[config.mk]
export PLATFORM = sky130hd
export DESIGN_NAME = sbiir_mac
export DESIGN_NICKNAME = d
export VERILOG_FILES = /design/src/sv/sbiir_pkg.sv /design/src/sv/sbiir_mac.sv
export SDC_FILE = /design/constraint.sdc
export NUM_CORES = 2
export LEC_CHECK = 0
export BUFFER_PORTS_ARGS = -buffer_cell sky130_fd_sc_hd__buf_2
export CORE_MARGIN = 5
export CORE_UTILIZATION = 40
export DETAILED_ROUTE_END_ITERATION = 6
export GPL_ROUTABILITY_DRIVEN = 0
export HOLD_SLACK_MARGIN = 0.15
export SKIP_CTS_REPAIR_TIMING = 1
export SLEW_MARGIN = 10
export SYNTH_ARGS = -nofsm -noshare
export SYNTH_HDL_FRONTEND = slang
export SYNTH_SLANG_ARGS = --single-unit
[constraint.sdc]
create_clock -name clk -period 15.1 [get_ports clk]
set_clock_uncertainty 0.05 [all_clocks]
set_input_delay 3.02 -clock clk [delete_from_list [all_inputs] [get_ports clk]]
set_output_delay 3.02 -clock clk [all_outputs]
set_load 0.02 [all_outputs]
[src/sv/sbiir_pkg.sv]
package sbiir_pkg;

  localparam int NUM_TAPS_DEF  = 16;
  localparam int DEN_TAPS_DEF  = 16;
  localparam int MAX_DELAY_DEF = 16;

  localparam int SMP_W      = 32;
  localparam int COEF_W     = 24;
  localparam int PROD_W     = SMP_W + COEF_W;
  localparam int HP_W       = 16;
  localparam int DLY_W      = 5;
  localparam int PH_W       = 17;
  localparam int CMD_W      = 2;
  localparam int IDX_W      = 4;
  localparam int CFG_IDX_W  = 1;
  localparam int CFG_W      = 16;
  localparam int FRAC_SHIFT = 20;

  typedef enum logic [CMD_W-1:0] {
    CMD_FILTER = 2'd0,
    CMD_COEF   = 2'd1,
    CMD_CLEAR  = 2'd2
  } cmd_t;

  typedef enum logic [CFG_IDX_W-1:0] {
    REG_HALF_PERIOD = 1'b0,
    REG_INPUT_DELAY = 1'b1
  } reg_idx_t;

  typedef enum logic [1:0] {
    S_IDLE,
    S_RUN,
    S_DRAIN
  } state_t;

  typedef struct packed {
    logic clear;
    logic valid;
    logic neg;
  } mac_ctl_t;

endpackage

[src/sv/sbiir_mac.sv]
module sbiir_mac import sbiir_pkg::*; #(
  parameter int ACC_W = PROD_W + 6
) (
  input  logic                     clk,
  input  logic                     rst,
  input  mac_ctl_t                 ctl,
  input  logic signed [SMP_W-1:0]  smp,
  input  logic signed [COEF_W-1:0] coef,
  output logic                     busy,
  output logic signed [SMP_W-1:0]  y,
  output logic                     sat
);

  localparam logic signed [ACC_W:0] RND_BIAS = (ACC_W+1)'(1) <<< (FRAC_SHIFT - 1);
  localparam logic signed [ACC_W:0] Q_MAX =
    {{(ACC_W+1-SMP_W){1'b0}}, 1'b0, {(SMP_W-1){1'b1}}};
  localparam logic signed [ACC_W:0] Q_MIN = ~Q_MAX;

  logic signed [PROD_W-1:0] prod;
  logic                     prod_v;
  logic                     prod_neg;
  logic signed [ACC_W-1:0]  acc;
  logic signed [ACC_W:0]    rnd;
  logic signed [ACC_W:0]    q;

  always_ff @(posedge clk) begin
    if (rst) begin
      prod_v <= 1'b0;
    end else begin
      prod_v <= ctl.valid;
    end
  end

  always_ff @(posedge clk) begin
    prod     <= smp * coef;
    prod_neg <= ctl.neg;
    if (ctl.clear) begin
      acc <= '0;
    end else if (prod_v) begin
      if (prod_neg) begin
        acc <= acc - ACC_W'(prod);
      end else begin
        acc <= acc + ACC_W'(prod);
      end
    end
  end

  // round half up to q16.16, then clip
  always_comb begin
    rnd = (ACC_W+1)'(acc) + RND_BIAS;
    q   = rnd >>> FRAC_SHIFT;
    sat = 1'b0;
    y   = q[SMP_W-1:0];
    if (q > Q_MAX) begin
      y   = Q_MAX[SMP_W-1:0];
      sat = 1'b1;
    end else if (q < Q_MIN) begin
      y   = Q_MIN[SMP_W-1:0];
      sat = 1'b1;
    end
  end

  assign busy = prod_v;

endmodule

==> flow_summary.json <==
{
  "top_usage_layer": "met2",
  "cts_tree": "built",
  "min_period_ns": 10.31,
  "final_max_slew_viol_count": 0,
  "grt_pass1_wl_um": 157100,
  "slowest_stage": "inv_1",
  "endpoint_kind": "flip-flop",
  "cts_root_buffer": "clkbuf_16",
  "cpMostUsedCell": "fa_1",
  "ys_seq_area_share_pct": 6.545,
  "multi_input_area_um2": 30210,
  "ys_top_cells_by_count": "inv_1, fa_1, nand2_1",
  "seqCellArea_um2": 2407,
  "grtUsageMet1_pct": 29.06,
  "finalCritPeriodShare_pct": 68.29,
  "critPathMaxFanout": 23,
  "relSlewSlack_pct": 29.36,
  "setup_viol": 0,
  "cp_data_arrival_time_ns": 10.60,
  "hpwl_um": 76070,
  "die_h_um": 312.9,
  "die_width_um": 312.9,
  "start_util_pct": 40.16,
  "synthToLayoutAreaGrowth_pct": 4.899,
  "yosysWarnings": 0,
  "finalSetupTns_ns": 0,
  "drt_drc_violations_left": 0,
  "outcome": "completed",
  "cp_top_family": "adder cells",
  "io_buffers": 94,
  "wl_per_cell_um": 18.01,
  "yosysUniqueCellTypes": 102,
  "via_count": 27130,
  "crit_buf_inv": 4,
  "start_kind": "input port",
  "use_met2_pct": 30.87,
  "core_um2": 91390,
  "synth_top_area_share_pct": 42.76,
  "clkTransAtPathRegs_ns": 0.06,
  "clockBufferDepth": 2,
  "required_ns": 15.39,
  "async_flop_share_pct": 0,
  "syn_nets": 5260,
  "slowest_delay_ns": 0.81,
  "syn_area_per_cell_um2": 8.735,
  "syn_inst": 4202,
  "layout-drive-gt1-share_pct": 4.700,
  "num_rows": 111,
  "grt-ovfl-total": 0,
  "vias_per_cell": 5.105,
  "cts_buffers": 17,
  "h-tree-depth": 4,
  "grt_start_max_net_pins": 81,
  "synth-seq-cells": 120,
  "grt_setup_unrepaired": "false",
  "insertion_delay_ns": 0.44,
  "path_class": "input port to flip-flop",
  "synth_edf_count": 0,
  "max_cap_viol_count": 0,
  "met3_usage_pct": 4.251,
  "fillers": 9118,
  "grt_pass1_vias": 28900,
  "hold_viol": 0,
  "nets": 5173,
  "antenna_found_initial": 4,
  "clock_sinks": 120,
  "worst_slew_pin_slew_ns": 1.058,
  "routed_wirelength_um": 95710,
  "drtAntennaViolNets": 0,
  "dieArea_um2": 97920,
  "yosys.area.top_type": "fa_1",
  "cp_cell_sequence": "buf_2 > inv_1 > nor2_1 > fa_1 > fa_1 > fa_1 > fa_1 > fa_1 > fa_1 > inv_1 > fa_1 > inv_1 > ha_1 > a21o_1 > a21o_1 > a21o_1 > a21o_1 > a211o_1 > a311oi_2 > o21ai_1 > or4_1 > and4_1",
  "synth_area_leaders": "fa_1, inv_1, ha_1",
  "ys.flop_type": "dfxtp_1",
  "synth_most_common_cell": "inv_1",
  "fmax_ghz": 0.09697,
  "syn_area_um2": 36700,
  "hold_path_class": "flip-flop to flip-flop",
  "drt_iter0_drc": 1584,
  "drt-pass1-iter-count": 5,
  "grt_usage_pct": 19.91,
  "ios": 95
}
[layout by cell type, fill, tap and decap left out, types with 33 or more instances in the layout]
master   netlist  routed
fa_1         784     784
o21ai_0       67      67
buf_2         14      94
xor2_1        58      58
nand2_1      473     473
ha_1         213     213
mux2i_1       39      39
and2_1       379     379
a21o_1        70      70
inv_1        867     867
a21oi_1      168     168
dfxtp_1      120     118
xnor2_1      135     135
nand4_1       33      33
nor3_1        34      34
nor2_1       175     174
[worst paths after layout]
| kind | from | end | slack, ns | cells past startpoint |
|---|---|---|---|---|
| setup / recovery | coef[23] | prod[55] | 4.79 | 22 |
| hold / removal | acc[0] | acc[0] | 0.43 | 2 |
| setup reg to reg | prod[2] | acc[61] | 9.85 | 17 |
| hold reg to reg | acc[0] | acc[0] | 0.43 | 2 |
[metrics by stage]
step / utilization [%] / area (µm²) / hold WS [ns] / std cells / setup slack [ns]
floorplan: - / 36700 / 0.4063 / 4202 / 5.266
global placement: 41.47 / 37900 / 0.4137 / 5282 / 4.430
detailed placement: 41.47 / 37900 / 0.4300 / 5282 / 4.366
CTS: 42.13 / 38500 / 0.4398 / 5314 / 4.839
global route: 42.13 / 38500 / 0.4733 / 5315 / 4.509
finish: 42.13 / 38500 / 0.4330 / 5315 / 4.788
[routing by layer]
metal / share of wire, % / vias to the layer above
met5: 0.014 / -
met4: 1.5 / 2
met3: 8.1 / 98
met2: 43 / 838
met1: 47 / 13540
li1: - / 12660
[worst reg2reg max path: stages (launching register included)]
cell	delay, ns
dfxtp_1	0.33
nor2_1	0.19
nor4b_1	0.46
nor4b_4	0.49
and3_4	0.31
inv_1	0.08
nor2_1	0.18
a21oi_1	0.11
xnor2_1	0.20
ha_1	0.45
nand4_1	0.23
nor4_1	0.61
nand4_1	0.27
o2111ai_1	0.47
a41oi_2	0.18
xnor2_1	0.24
a21oi_1	0.10
a31o_1	0.20
[cells by family after synthesis]
| group | after synthesis | synth area share (%) |
|---|---|---|
| XOR/XNOR | 193 | 4.606 |
| AO/OA/AOI/OAI | 501 | 8.959 |
| AND/OR/NAND/NOR | 1272 | 17.55 |
| multiplexers | 41 | 1.156 |
| flip-flops | 120 | 6.545 |
| buffers and inverters | 1078 | 11.16 |
| adder cells (fa/ha/maj) | 997 | 50.02 |
[sequential cells by signal (all words and copies together) (netlist names)]
register / cells
prod: 56
prod_neg: 1
busy: 1
acc: 62
[area by class of cell]
type | instances | share of cell area, %
timing repair buffer | 104 | 1.417
tap | 1186 | 3.854
clock buffer | 18 | 1.141
inverter | 868 | 8.462
clock inverter | 14 | 0.4095
sequential | 120 | 6.253
antenna | 1 | 0.006500
multi-input combinational | 3004 | 78.46
Power is not shown: default switching activity piles up to over one toggle a cycle in this logic, so the estimate is an artifact.
